[config.mk]
export PLATFORM = sky130hd
export DESIGN_NAME = midi_note_quantizer
export DESIGN_NICKNAME = d
export VERILOG_FILES = /design/src/rtl/nq_pkg.sv /design/src/rtl/nq_ram.sv /design/src/rtl/nq_rem.sv /design/src/rtl/midi_note_quantizer.sv
export SDC_FILE = /design/constraint.sdc
export NUM_CORES = 1
export LEC_CHECK = 0
export BUFFER_PORTS_ARGS = -buffer_cell sky130_fd_sc_hd__buf_2
export CAP_MARGIN = 20
export CORE_MARGIN = 4
export CORE_UTILIZATION = 45
export CTS_CLUSTER_DIAMETER = 100
export DETAILED_ROUTE_END_ITERATION = 8
export GPL_TIMING_DRIVEN = 0
export PLACE_DENSITY = 0.64
export SYNTH_ARGS = -nofsm -noshare
export SYNTH_HDL_FRONTEND = slang
export SYNTH_HIERARCHICAL = 1
export SYNTH_SLANG_ARGS = --single-unit
[constraint.sdc]
create_clock -name clk -period 7.5 [get_ports clk]
set_input_delay 1.5 -clock clk [delete_from_list [all_inputs] [get_ports clk]]
set_output_delay 1.5 -clock clk [all_outputs]
set_load 0.03 [all_outputs]
[src/rtl/nq_pkg.sv]
// ----------------------------------------------------------------------------
// nq_pkg: shared types and constants of the MIDI note quantizer
// Field widths, event and error codes, and the channel payload structs.
// ----------------------------------------------------------------------------
`default_nettype none

package nq_pkg;

	localparam int TICK_W = 28;
	localparam int KEY_W  = 7;
	localparam int STEP_W = 5;   // holds TICK_W - 1

	localparam logic [TICK_W-1:0] TICK_MAX      = 28'hFFFFFFF;
	localparam logic [TICK_W-1:0] QUANTUM_RESET = 28'd120;

	// input command
	localparam logic CMD_EVENT = 1'b0;
	localparam logic CMD_END   = 1'b1;

	// event kinds (kind 3 behaves as other)
	localparam logic [1:0] KIND_OTHER    = 2'd0;
	localparam logic [1:0] KIND_NOTE_ON  = 2'd1;
	localparam logic [1:0] KIND_NOTE_OFF = 2'd2;

	// error codes
	localparam logic [1:0] ERR_NONE     = 2'd0;
	localparam logic [1:0] ERR_OVERFLOW = 2'd1;
	localparam logic [1:0] ERR_FULL     = 2'd2;

	typedef struct packed {
		logic              command;
		logic [TICK_W-1:0] delta_tick;
		logic [1:0]        event_kind;
		logic [KEY_W-1:0]  key_number;
	} event_t;

	typedef struct packed {
		logic              is_note_on;
		logic [KEY_W-1:0]  out_key;
		logic [TICK_W-1:0] out_tick;
		logic [1:0]        error_code;
		logic              last_of_run;
	} note_t;

endpackage

`default_nettype wire

[src/rtl/nq_ram.sv]
// ----------------------------------------------------------------------------
// nq_ram: generic single-write, single-read RAM
// One write port and one read port with registered read data.
// ----------------------------------------------------------------------------
`default_nettype none

module nq_ram #(
	parameter int WIDTH = 8,
	parameter int DEPTH = 16,
	parameter int ADDR_W = (DEPTH > 1) ? $clog2(DEPTH) : 1
) (
	input  wire logic              clk,
	input  wire logic              we,
	input  wire logic [ADDR_W-1:0] waddr,
	input  wire logic [WIDTH-1:0]  wdata,
	input  wire logic [ADDR_W-1:0] raddr,
	output logic      [WIDTH-1:0]  rdata
);

	logic [WIDTH-1:0] mem_q [DEPTH];

	// write port and registered read
	always_ff @(posedge clk) begin
		if (we) begin
			mem_q[waddr] <= wdata;
		end
		rdata <= mem_q[raddr];
	end

endmodule

`default_nettype wire

[src/rtl/nq_rem.sv]
// ----------------------------------------------------------------------------
// nq_rem: iterative remainder unit
// Restoring division, one quotient bit per cycle; gives tick % divisor.
// ----------------------------------------------------------------------------
`default_nettype none

module nq_rem (
	input  wire logic                     clk,
	input  wire logic                     arst_n,
	input  wire logic                     start,
	input  wire logic [nq_pkg::TICK_W-1:0] dividend,
	input  wire logic [nq_pkg::TICK_W-1:0] divisor,
	output logic                          done,
	output logic      [nq_pkg::TICK_W-1:0] remainder
);

	import nq_pkg::*;

	logic              busy_q;
	logic              done_q;
	logic [STEP_W-1:0] step_q;
	logic [TICK_W-1:0] dvd_q;
	logic [TICK_W-1:0] dvs_q;
	logic [TICK_W-1:0] rem_q;
	logic [TICK_W:0]   trial;
	logic [TICK_W:0]   diff;

	// shared compare/subtract of one step
	assign trial = {rem_q, dvd_q[TICK_W-1]};
	assign diff  = trial - {1'b0, dvs_q};

	// control
	always_ff @(posedge clk or negedge arst_n) begin
		if (!arst_n) begin
			busy_q <= 1'b0;
			done_q <= 1'b0;
			step_q <= '0;
		end else begin
			// done pulses once, after the last step
			done_q <= busy_q && !start && (step_q == '0);
			if (start) begin
				busy_q <= 1'b1;
				step_q <= STEP_W'(TICK_W - 1);
			end else if (busy_q) begin
				if (step_q == '0) begin
					busy_q <= 1'b0;
				end else begin
					step_q <= step_q - 1'b1;
				end
			end
		end
	end

	// datapath
	always_ff @(posedge clk) begin
		if (start) begin
			dvd_q <= dividend;
			dvs_q <= divisor;
			rem_q <= '0;
		end else if (busy_q) begin
			dvd_q <= {dvd_q[TICK_W-2:0], 1'b0};
			if (!diff[TICK_W]) begin
				rem_q <= diff[TICK_W-1:0];
			end else begin
				rem_q <= trial[TICK_W-1:0];
			end
		end
	end

	assign done      = done_q;
	assign remainder = rem_q;

endmodule

`default_nettype wire

[src/rtl/midi_note_quantizer.sv]
// ----------------------------------------------------------------------------
// midi_note_quantizer: note time quantizer for one MIDI track
// Rounds note times to the quantum grid, groups note-ons into chords and
// releases each chord when the next one starts or at end of track.
// ----------------------------------------------------------------------------
// Usage:
//   event channel (event_valid / event_stall / event_data) takes one track
//   event or an end-of-track command. A transfer happens when valid is high
//   and stall is low. event_stall stays high while an item is in work.
//   note channel (note_valid / note_stall / note_data) gives the results of
//   the item in order; last_of_run marks the final one.
//   quantum_we / quantum_wdata write the grid spacing (reset 120); write it
//   only while the block is idle.
// Sequencing:
//   Note events use the shared remainder unit, one bit per cycle; other
//   events skip it. No new transfer is taken until the current item is
//   through.
//   Each released chord key takes one RAM read and one output transfer.
// Reset clears the tick state, chord count and error flag; the chord key
// RAM needs no clearing. A stalled receiver holds the result register and
// the sequencer waits; no result is lost.
// ----------------------------------------------------------------------------
`default_nettype none

module midi_note_quantizer #(
	parameter int CHORD_MAX = 16
) (
	input  wire logic                      clk,
	input  wire logic                      arst_n,
	input  wire logic                      event_valid,
	output logic                           event_stall,
	input  wire nq_pkg::event_t            event_data,
	output logic                           note_valid,
	input  wire logic                      note_stall,
	output nq_pkg::note_t                  note_data,
	input  wire logic                      quantum_we,
	input  wire logic [nq_pkg::TICK_W-1:0] quantum_wdata
);

	import nq_pkg::*;

	localparam int CNT_W = $clog2(CHORD_MAX + 1);
	localparam int IDX_W = (CHORD_MAX > 1) ? $clog2(CHORD_MAX) : 1;

	// sequencer states
	localparam logic [2:0] ST_IDLE      = 3'd0;
	localparam logic [2:0] ST_DISPATCH  = 3'd1;
	localparam logic [2:0] ST_DIV       = 3'd2;
	localparam logic [2:0] ST_ROUND     = 3'd3;
	localparam logic [2:0] ST_NOTE_ON   = 3'd4;
	localparam logic [2:0] ST_FLUSH_RD  = 3'd5;
	localparam logic [2:0] ST_FLUSH_OUT = 3'd6;
	localparam logic [2:0] ST_ERR       = 3'd7;

	logic [2:0]        state_q;
	logic [TICK_W-1:0] quantum_q;
	logic [TICK_W-1:0] abs_q;
	logic [TICK_W-1:0] release_q;
	logic [TICK_W-1:0] chord_tick_q;
	logic [CNT_W-1:0]  cnt_q;
	logic              err_q;
	event_t            item_q;
	logic [TICK_W-1:0] qt_q;
	logic [TICK_W-1:0] flush_tick_q;
	logic [IDX_W-1:0]  idx_q;
	logic              end_q;
	logic [1:0]        code_q;
	logic [TICK_W-1:0] base_q;
	logic              up_q;
	logic              note_valid_q;
	note_t             note_q;

	logic              accept;
	logic              emit_ok;
	logic              emit;
	logic [TICK_W-1:0] q_eff;
	logic [TICK_W:0]   sum;
	logic [TICK_W:0]   rel_bump;
	logic [TICK_W:0]   rounded;
	logic              last_key;
	logic              rem_start;
	logic              rem_done;
	logic [TICK_W-1:0] rem_val;
	logic [KEY_W-1:0]  key_rd;
	logic              key_we;

	assign accept      = event_valid && !event_stall;
	assign event_stall = (state_q != ST_IDLE);
	assign emit_ok     = !note_valid_q || !note_stall;
	assign emit        = emit_ok && ((state_q == ST_NOTE_ON) || (state_q == ST_FLUSH_OUT) ||
	                                 (state_q == ST_ERR));
	assign q_eff       = (quantum_q == '0) ? TICK_W'(1) : quantum_q;
	assign sum         = {1'b0, abs_q} + {1'b0, item_q.delta_tick};
	assign rel_bump    = {1'b0, release_q} + {1'b0, quantum_q};
	assign rounded     = {1'b0, base_q} + (up_q ? {1'b0, q_eff} : '0);
	assign last_key    = (CNT_W'(idx_q) + CNT_W'(1)) == cnt_q;
	assign rem_start   = (state_q == ST_DISPATCH) && (item_q.command == CMD_EVENT) &&
	                     !err_q && !sum[TICK_W] &&
	                     ((item_q.event_kind == KIND_NOTE_ON) ||
	                      (item_q.event_kind == KIND_NOTE_OFF));
	assign key_we      = (state_q == ST_NOTE_ON) && emit_ok;

	// shared remainder unit
	nq_rem u_rem (
		.clk       (clk),
		.arst_n    (arst_n),
		.start     (rem_start),
		.dividend  (sum[TICK_W-1:0]),
		.divisor   (q_eff),
		.done      (rem_done),
		.remainder (rem_val)
	);

	// chord key store
	nq_ram #(
		.WIDTH (KEY_W),
		.DEPTH (CHORD_MAX)
	) u_keys (
		.clk   (clk),
		.we    (key_we),
		.waddr (cnt_q[IDX_W-1:0]),
		.wdata (item_q.key_number),
		.raddr (idx_q),
		.rdata (key_rd)
	);

	// quantum register
	always_ff @(posedge clk or negedge arst_n) begin
		if (!arst_n) begin
			quantum_q <= QUANTUM_RESET;
		end else if (quantum_we) begin
			quantum_q <= quantum_wdata;
		end
	end

	// result valid flag: set on a new result, cleared on its transfer
	always_ff @(posedge clk or negedge arst_n) begin
		if (!arst_n) begin
			note_valid_q <= 1'b0;
		end else if (emit) begin
			note_valid_q <= 1'b1;
		end else if (!note_stall) begin
			note_valid_q <= 1'b0;
		end
	end

	// sequencer and track state
	always_ff @(posedge clk or negedge arst_n) begin
		if (!arst_n) begin
			state_q      <= ST_IDLE;
			abs_q        <= '0;
			release_q    <= '0;
			chord_tick_q <= '0;
			cnt_q        <= '0;
			err_q        <= 1'b0;
			qt_q         <= '0;
			flush_tick_q <= '0;
			idx_q        <= '0;
			end_q        <= 1'b0;
			code_q       <= ERR_NONE;
			base_q       <= '0;
			up_q         <= 1'b0;
			note_q       <= '0;
		end else begin
			unique case (state_q)
				ST_IDLE: begin
					if (accept) begin
						state_q <= ST_DISPATCH;
					end
				end
				ST_DISPATCH: begin
					if (item_q.command == CMD_END) begin
						if (!err_q && cnt_q != '0) begin
							end_q <= 1'b1;
							if (chord_tick_q >= release_q) begin
								if (rel_bump[TICK_W]) begin
									code_q  <= ERR_OVERFLOW;
									state_q <= ST_ERR;
								end else begin
									flush_tick_q <= rel_bump[TICK_W-1:0];
									idx_q        <= '0;
									state_q      <= ST_FLUSH_RD;
								end
							end else begin
								flush_tick_q <= release_q;
								idx_q        <= '0;
								state_q      <= ST_FLUSH_RD;
							end
						end else begin
							abs_q        <= '0;
							release_q    <= '0;
							chord_tick_q <= '0;
							cnt_q        <= '0;
							err_q        <= 1'b0;
							state_q      <= ST_IDLE;
						end
					end else if (err_q) begin
						state_q <= ST_IDLE;
					end else if (sum[TICK_W]) begin
						end_q   <= 1'b0;
						code_q  <= ERR_OVERFLOW;
						state_q <= ST_ERR;
					end else begin
						abs_q   <= sum[TICK_W-1:0];
						end_q   <= 1'b0;
						state_q <= rem_start ? ST_DIV : ST_IDLE;
					end
				end
				ST_DIV: begin
					// tick minus remainder, and the half-way test
					if (rem_done) begin
						base_q  <= abs_q - rem_val;
						up_q    <= ({rem_val, 1'b0} >= {1'b0, q_eff});
						state_q <= ST_ROUND;
					end
				end
				ST_ROUND: begin
					if (rounded[TICK_W]) begin
						code_q  <= ERR_OVERFLOW;
						state_q <= ST_ERR;
					end else if (item_q.event_kind == KIND_NOTE_OFF) begin
						release_q <= rounded[TICK_W-1:0];
						state_q   <= ST_IDLE;
					end else begin
						qt_q <= rounded[TICK_W-1:0];
						if (cnt_q != '0 && chord_tick_q != rounded[TICK_W-1:0]) begin
							flush_tick_q <= rounded[TICK_W-1:0];
							idx_q        <= '0;
							state_q      <= ST_FLUSH_RD;
						end else if (cnt_q >= CNT_W'(CHORD_MAX)) begin
							code_q  <= ERR_FULL;
							state_q <= ST_ERR;
						end else begin
							state_q <= ST_NOTE_ON;
						end
					end
				end
				ST_NOTE_ON: begin
					if (emit_ok) begin
						note_q       <= '{is_note_on: 1'b1, out_key: item_q.key_number,
						                  out_tick: qt_q, error_code: ERR_NONE,
						                  last_of_run: 1'b1};
						cnt_q        <= cnt_q + 1'b1;
						chord_tick_q <= qt_q;
						state_q      <= ST_IDLE;
					end
				end
				ST_FLUSH_RD: begin
					// RAM read of the current key
					state_q <= ST_FLUSH_OUT;
				end
				ST_FLUSH_OUT: begin
					if (emit_ok) begin
						note_q       <= '{is_note_on: 1'b0, out_key: key_rd,
						                  out_tick: flush_tick_q, error_code: ERR_NONE,
						                  last_of_run: last_key && end_q};
						if (last_key) begin
							cnt_q <= '0;
							if (end_q) begin
								abs_q        <= '0;
								release_q    <= '0;
								chord_tick_q <= '0;
								err_q        <= 1'b0;
								state_q      <= ST_IDLE;
							end else begin
								state_q <= ST_NOTE_ON;
							end
						end else begin
							idx_q   <= idx_q + 1'b1;
							state_q <= ST_FLUSH_RD;
						end
					end
				end
				ST_ERR: begin
					if (emit_ok) begin
						note_q       <= '{is_note_on: 1'b0, out_key: '0, out_tick: '0,
						                  error_code: code_q, last_of_run: 1'b1};
						if (end_q) begin
							abs_q        <= '0;
							release_q    <= '0;
							chord_tick_q <= '0;
							cnt_q        <= '0;
							err_q        <= 1'b0;
						end else begin
							err_q <= 1'b1;
						end
						state_q <= ST_IDLE;
					end
				end
				default: begin
					state_q <= ST_IDLE;
				end
			endcase
		end
	end

	// input item capture
	always_ff @(posedge clk) begin
		if (accept) begin
			item_q <= event_data;
		end
	end

	assign note_valid = note_valid_q;
	assign note_data  = note_q;

`ifndef SYNTHESIS
	// a new item is held off right after a transfer
	a_busy_after_accept: assert property (@(posedge clk) disable iff (!arst_n)
		accept |=> event_stall)
		else $error("event channel not stalled after transfer");

	// chord count stays within the store
	a_count_bound: assert property (@(posedge clk) disable iff (!arst_n)
		cnt_q <= CNT_W'(CHORD_MAX))
		else $error("chord count beyond store depth");

	// error results carry no note and end the run
	a_err_shape: assert property (@(posedge clk) disable iff (!arst_n)
		(note_valid && note_data.error_code != ERR_NONE) |->
		(note_data.last_of_run && !note_data.is_note_on && note_data.out_key == '0))
		else $error("malformed error result");

	// a note-on is always the final result of its item
	a_note_on_last: assert property (@(posedge clk) disable iff (!arst_n)
		(note_valid && note_data.is_note_on) |-> note_data.last_of_run)
		else $error("note-on not marked last");

	// the remainder unit finishes only while the sequencer waits for it
	a_rem_done_state: assert property (@(posedge clk) disable iff (!arst_n)
		rem_done |-> (state_q == ST_DIV))
		else $error("remainder done outside divide state");
`endif

endmodule

`default_nettype wire
* Word-level counts from Yosys, hierarchy flattened
Memory sizes are Yosys's and may differ from the RTL's. A register that Yosys moved wholly into a read port is not among the register bits.
Cells that the tools add are included.
** Storage, ports and cells
- Register bits after elaboration :: 382
- Bits in latches :: 0
- Memories :: 1
- ROM bits :: 0
- Bits in writable memories :: 112
- Output and inout port bits :: 41
** Operators by class
- $add $sub $neg :: 9
- Equal/unequal tests :: 43
- Bitwise gates (word level) :: 3
- Multipliers :: 0
- Mux-type cells :: 108
- Shift operators :: 0
- Divide/modulo/power cells :: 0
- Reduce and logical (&&, ||, !) cells :: 49
- Magnitude comparators :: 3
** Memory list
- u_keys.mem_q :: depth 16, bits a word 7, read ports 1, clocked after memory_dff 1, write ports 1, line nq_ram.sv:20 : logic [WIDTH-1:0] mem_q [DEPTH];
** Operators by type and width (count)
- 28-bit two-way mux :: 32
- 28-bit one-hot mux with 4 select lines :: 2
- 39-bit two-way mux :: 3
- 39-bit one-hot mux with 3 select lines :: 1
- 28-bit by 28-bit adder with 29-bit output :: 3
- 28-bit one-hot mux with 3 select lines :: 1
- 28-bit one-hot mux with 2 select lines :: 1
- 5-bit two-way mux :: 10
- 3-bit two-way mux :: 13
- 4-bit two-way mux :: 9
- 2-bit != test, second input constant :: 15
- 29-bit by 28-bit greater-or-equal comparator with 1-bit output :: 1
- 29-bit by 28-bit subtractor with 29-bit output :: 1
- 28-bit greater-or-equal comparator :: 1
- 28-bit logical NOT :: 1
- 2-bit two-way mux :: 14
- 28-bit != test :: 1
- 7-bit AND reduction :: 4
- 28-bit subtractor :: 1
- 3-bit != test, second input constant :: 9
- 3-bit one-hot mux with 7 select lines :: 1
- 5-bit one-hot mux with 4 select lines :: 1
- 9-bit AND reduction :: 2
- 1-bit two-way mux :: 17
- other kinds (31) :: 71

* Longest topological paths before layout
- Word-level depth :: 10
- Depth in mapped cells :: 18
- Mapped depth without buffers :: 17

* Cells and area by module
The synthesis kept the hierarchy.
** By module, submodules not included
- midi_note_quantizer :: times used 1, cells each 2257, area each 20329.5 µm², sequential area each 7477.2 µm²
- nq_rem :: times used 1, cells each 511, area each 5325.1 µm², sequential area each 2417.3 µm²
- nq_ram :: times used 1, cells each 203, area each 4530.6 µm², sequential area each 3503.4 µm²

* Worst setup path before layout
OpenSTA, ideal clock, no wires.
- Path type :: flip-flop to flip-flop
- Start :: reg abs_q[0]
- End :: reg u_rem.dvd_q[0] (enable)
- Path slack :: 1814 ps
- Period minus slack after synthesis :: 5686 ps
- Cell stages (with the launch flop) :: 16
- Buffers on the path :: 3
- Arrival time :: 5303 ps
- Setup time :: 383 ps
- Data required time :: 7117 ps
- Path through :: dfrtp_1 -> ha_1 -> fa_1 -> a211o_1 -> a21oi_1 -> a211oi_1 -> o31ai_1 -> a21oi_1 -> a41oi_1 -> and3_1 -> clkbuf_1 -> clkbuf_1 -> nor2b_1 -> clkbuf_1 -> nor2_1 -> inv_1
** On the way
- Word-level cells in the longest chain between the ends :: 5
** RTL lines
- start: declaration :: line midi_note_quantizer.sv:57 : logic [TICK_W-1:0] abs_q;
- start signal: assignment :: line midi_note_quantizer.sv:204 : abs_q <= sum[TICK_W-1:0];
- 28-bit by 28-bit adder with 29-bit output :: line midi_note_quantizer.sv:93 : assign sum = {1'b0, abs_q} + {1'b0, item_q.delta_tick};
- 1-bit logical NOT :: line midi_note_quantizer.sv:98 : !err_q && !sum[TICK_W] &&
- 1-bit logical AND (2 in a row) :: line midi_note_quantizer.sv:98
- net rem_start :: line midi_note_quantizer.sv:81 : logic rem_start;
- 2-bit nonzero test (no line)
- end signal: assignment :: line nq_rem.sv:57 : dvd_q <= dividend;
- end signal: assignment :: line nq_rem.sv:61 : dvd_q <= {dvd_q[TICK_W-2:0], 1'b0};
- end: declaration :: line nq_rem.sv:22 : logic [TICK_W-1:0] dvd_q;
The timed path passes the listed nets, and every way through them passes these cells.
A chain may end at the register's enable or synchronous reset.

* Worst setup path after layout
- Start :: reg abs_q[0]
- End :: reg u_rem.rem_q[17], in the netlist u_rem/remainder[17]
** On the way
- Word-level cells in the longest chain between the ends :: 4
** RTL lines
- 28-bit by 28-bit adder with 29-bit output :: line midi_note_quantizer.sv:93
- 1-bit logical NOT :: line midi_note_quantizer.sv:98
- 1-bit logical AND (2 in a row) :: line midi_note_quantizer.sv:98
- net rem_start :: line midi_note_quantizer.sv:81
- end signal: assignment :: line nq_rem.sv:63 : rem_q <= diff[TICK_W-1:0];
- end signal: assignment :: line nq_rem.sv:65 : rem_q <= trial[TICK_W-1:0];
- end: declaration :: line nq_rem.sv:24 : logic [TICK_W-1:0] rem_q;
The timed path passes the listed nets, and every way through them passes these cells.

==> flow_summary.json <==
{
  "post-cts-setup-buffer-count": 0,
  "clk_path_buf_depth": 3,
  "routabilityCongestion": 0.9602,
  "min_period_ns": 6.704,
  "final_nets": 3422,
  "ys_ff_latch": 501,
  "p_switching_mw": 6.204,
  "synth_warnings": 6,
  "relSlewSlack_pct": 30.59,
  "synth_edf_count": 206,
  "cap_viol_max_count": 0,
  "rsz0062_at_grt": "no",
  "cts_tree": "built",
  "seq_power_share_pct": 29.8,
  "cp_top_family": "buffers and inverters",
  "run_status": "completed",
  "grt_pass1_wl_um": 140400,
  "synthArstFlopShare_pct": 51.90,
  "finalWirelength_um": 92130,
  "numCtsBuffers": 54,
  "port_buffers": 110,
  "p_per_area_mw_per_mm2": 421.5,
  "ctsRootBufferMaster": "clkbuf_16",
  "drc_errors": 0,
  "cts_sinks": 501,
  "synthFlopType": "dfrtp_1",
  "synth_common_cells": "nand2_1, dfrtp_1, o21ai_0, edfxtp_1, nor2_1",
  "synth_top_area_share_pct": 21.22,
  "post-route-period-util_pct": 89.39,
  "p_clk_share_pct": 20.3,
  "internal_power_mw": 8.092,
  "endpoint": "u_rem/remainder[17]",
  "ir_drop_mv": 0.2200,
  "max_freq_ghz": 0.1492,
  "tightest_slew_ns": 1.041,
  "crit_path_max_fanout": 29,
  "r2r_slack_ns": 0.80,
  "dpl.hpwl_um": 72130,
  "synth.most_common_cell": "nand2_1",
  "worstHoldPathType": "reg2reg",
  "die_y_um": 267.0,
  "ys_seq_area_share_pct": 44.39,
  "synth_nets": 3247,
  "cp_slowest_cell": "nor2b_4",
  "synth_area_leaders": "dfrtp_1, edfxtp_1, ha_1",
  "power.total_mw": 14.30,
  "worstPathRequired_ns": 7.93,
  "rr_startpoint": "abs_q[0]",
  "overflow": 0,
  "report.final.slew_viol_count": 0,
  "die_area_mm2": 0.07129,
  "p_comb_share_pct": 49.9,
  "post-place-cells": 3950,
  "start_util_pct": 45.67,
  "hold_viol_final": 0,
  "crit_arrival_ns": 7.14,
  "r2r-end": "u_rem/remainder[17]",
  "crit_path_cell_trace": "ha_1 -> fa_1 -> a211o_1 -> a21oi_1 -> a211oi_1 -> o31ai_1 -> a21oi_1 -> a41oi_1 -> and3_1 -> clkbuf_1 -> clkbuf_1 -> nor2b_4 -> clkbuf_1 -> buf_1 -> buf_1 -> a21oi_1",
  "worstSetupEndpointType": "flip-flop",
  "drt_iter0_drc": 2220,
  "antenna_found_initial": 0,
  "rows": 94,
  "cp-startpoint": "abs_q[0]",
  "syn_area_mm2": 0.03019,
  "first_global_vias": 23758,
  "clkTransAtPathRegs_ns": 0.07,
  "skew_ns": 0.05572,
  "grt_use_total_pct": 25.50,
  "cpPeakStageDelay_ns": 0.90,
  "clock_latency_ns": 0.63,
  "synth_area_leader_cell": "dfrtp_1",
  "area_growth_pct": 12.37,
  "vias": 24185,
  "drive_above_1_share_pct": 12.16,
  "synth_cells": 2971,
  "ant_nets": 0,
  "postPlaceCellArea_mm2": 0.03193,
  "routed_via_density": 5.961,
  "fin_cells": 4057,
  "p_leak_nw": 14.63,
  "finalSetupViolations": 0,
  "avgSynthCellArea_um2": 10.16,
  "worstSetupPathType": "reg2reg",
  "ioPinCount": 112,
  "cts-htree-levels": 2,
  "grt_max_degree": 101,
  "reg2reg_depth": 16,
  "start_kind": "flip-flop",
  "core_area_mm2": 0.06610,
  "dieWidth_um": 267.0,
  "cp_num_cells": 16,
  "cts_resized": 0,
  "ctsHoldBuffers": 0,
  "swShare_pct": 43.40,
  "crit_buf_inv": 5,
  "postLayoutCellArea_mm2": 0.03392,
  "routedWlPerCell_um": 22.71,
  "first_pass_iters": 6,
  "synthDistinctLibCells": 106,
  "utilization_pct": 51.32
}
## stage by stage
| stage | setup TNS [ns] | hold slack [ns] | setup slack, ns |
|---|---|---|---|
| after global routing | 0 | 0.4841 | 0.2725 |
| after global placement | -24.61 | 0.4291 | -0.4240 |
| after CTS | 0 | 0.4553 | 0.7803 |
| final | 0 | 0.4504 | 0.7960 |
| after floorplan | 0 | 0.4197 | 1.814 |
| after detailed placement | 0 | 0.4409 | 0.7893 |
## per-layer routing
metal  share of wire, %  global-route usage (%)
met5                  0                       0
met4                4.0                   9.009
met3                6.9                   4.830
met2                 45                   40.78
met1                 44                   34.96
## state kept, by name (all words and copies together) (netlist names), 2 cells and up
name / count
u_keys/mem_q: 112
note_data: 39
item_q: 38
abs_q: 28
base_q: 28
chord_tick_q: 28
flush_tick_q: 28
qt_q: 28
quantum_q: 28
release_q: 28
u_rem/dvd_q: 28
u_rem/dvs_q: 28
u_rem/remainder: 28
u_keys/rdata: 7
cnt_q: 5
u_rem/step_q: 5
idx_q: 4
state_q: 3
code_q: 2
## power by group through the flow
stage,clock [mW],combinational [mW],sequential [mW]
after floorplan,0,4.95,4.15
after global placement,0,6.85,4.28
after detailed placement,0,6.98,4.31
after CTS,2.95,7.04,4.26
after global routing,3.05,7.78,4.33
final,2.90,7.14,4.26
## worst reg2reg max path, stage by stage, from the launching register on
cell and delay [ns]:
dfrtp_1 0.40, ha_1 0.24, fa_1 0.43, a211o_1 0.30
a21oi_1 0.26, a211oi_1 0.18, o31ai_1 0.41, a21oi_1 0.14
a41oi_1 0.42, and3_1 0.28, clkbuf_1 0.48, clkbuf_1 0.41
nor2b_4 0.90, clkbuf_1 0.32, buf_1 0.68, buf_1 0.56
a21oi_1 0.11
## cell usage in the layout, fill, tap and decap left out, types with 55 or more instances in the layout
cell type,count
a21o_1,68
a21oi_1,158
buf_2,125
clkbuf_1,135
clkbuf_16,55
dfrtp_1,256
edfxtp_1,206
ha_1,200
inv_1,180
nand2_1,294
nor2_1,204
o21ai_0,226
xnor2_1,69
xor2_1,55
## kinds of logic (layout without fill, tap and decap cells)
kind of cell	count (synthesis)	in the layout	share of synthesized area, %
and+or+nand+nor	827	827	13.06
DFF	501	501	44.39
AOI/OAI and AO/OA	835	835	18.76
adders and majority gates	205	205	8.622
buffers and inverters	345	566	4.721
xor gates and xnor gates	136	136	4.518
muxes	122	122	5.940
other	0	1	0
## layout make-up
class	count	area, um2
diodes	1	2.502
inverters	181	679.4
well taps	864	1081
repair buffers	119	695.7
fillers	5989	32180
flip-flops and latches	501	13400
multi-input cells	2125	15380
plain buffers	164	745.7
clock buffers	66	1458
clock inverters	36	481.7
## worst min path at each step
| stage | start | end | cells after the start |
|---|---|---|---|
| after detailed placement | u_keys/rdata[5] | note_data[36] | 2 |
| final | u_keys/rdata[4] | note_data[35] | 2 |
| after floorplan | u_keys/rdata[0] | note_data[31] | 2 |
| after global routing | u_keys/rdata[2] | note_data[33] | 2 |
| after CTS | u_keys/rdata[4] | note_data[35] | 2 |
| after global placement | u_keys/rdata[5] | note_data[36] | 2 |
Power figures use the tool's default switching activity.
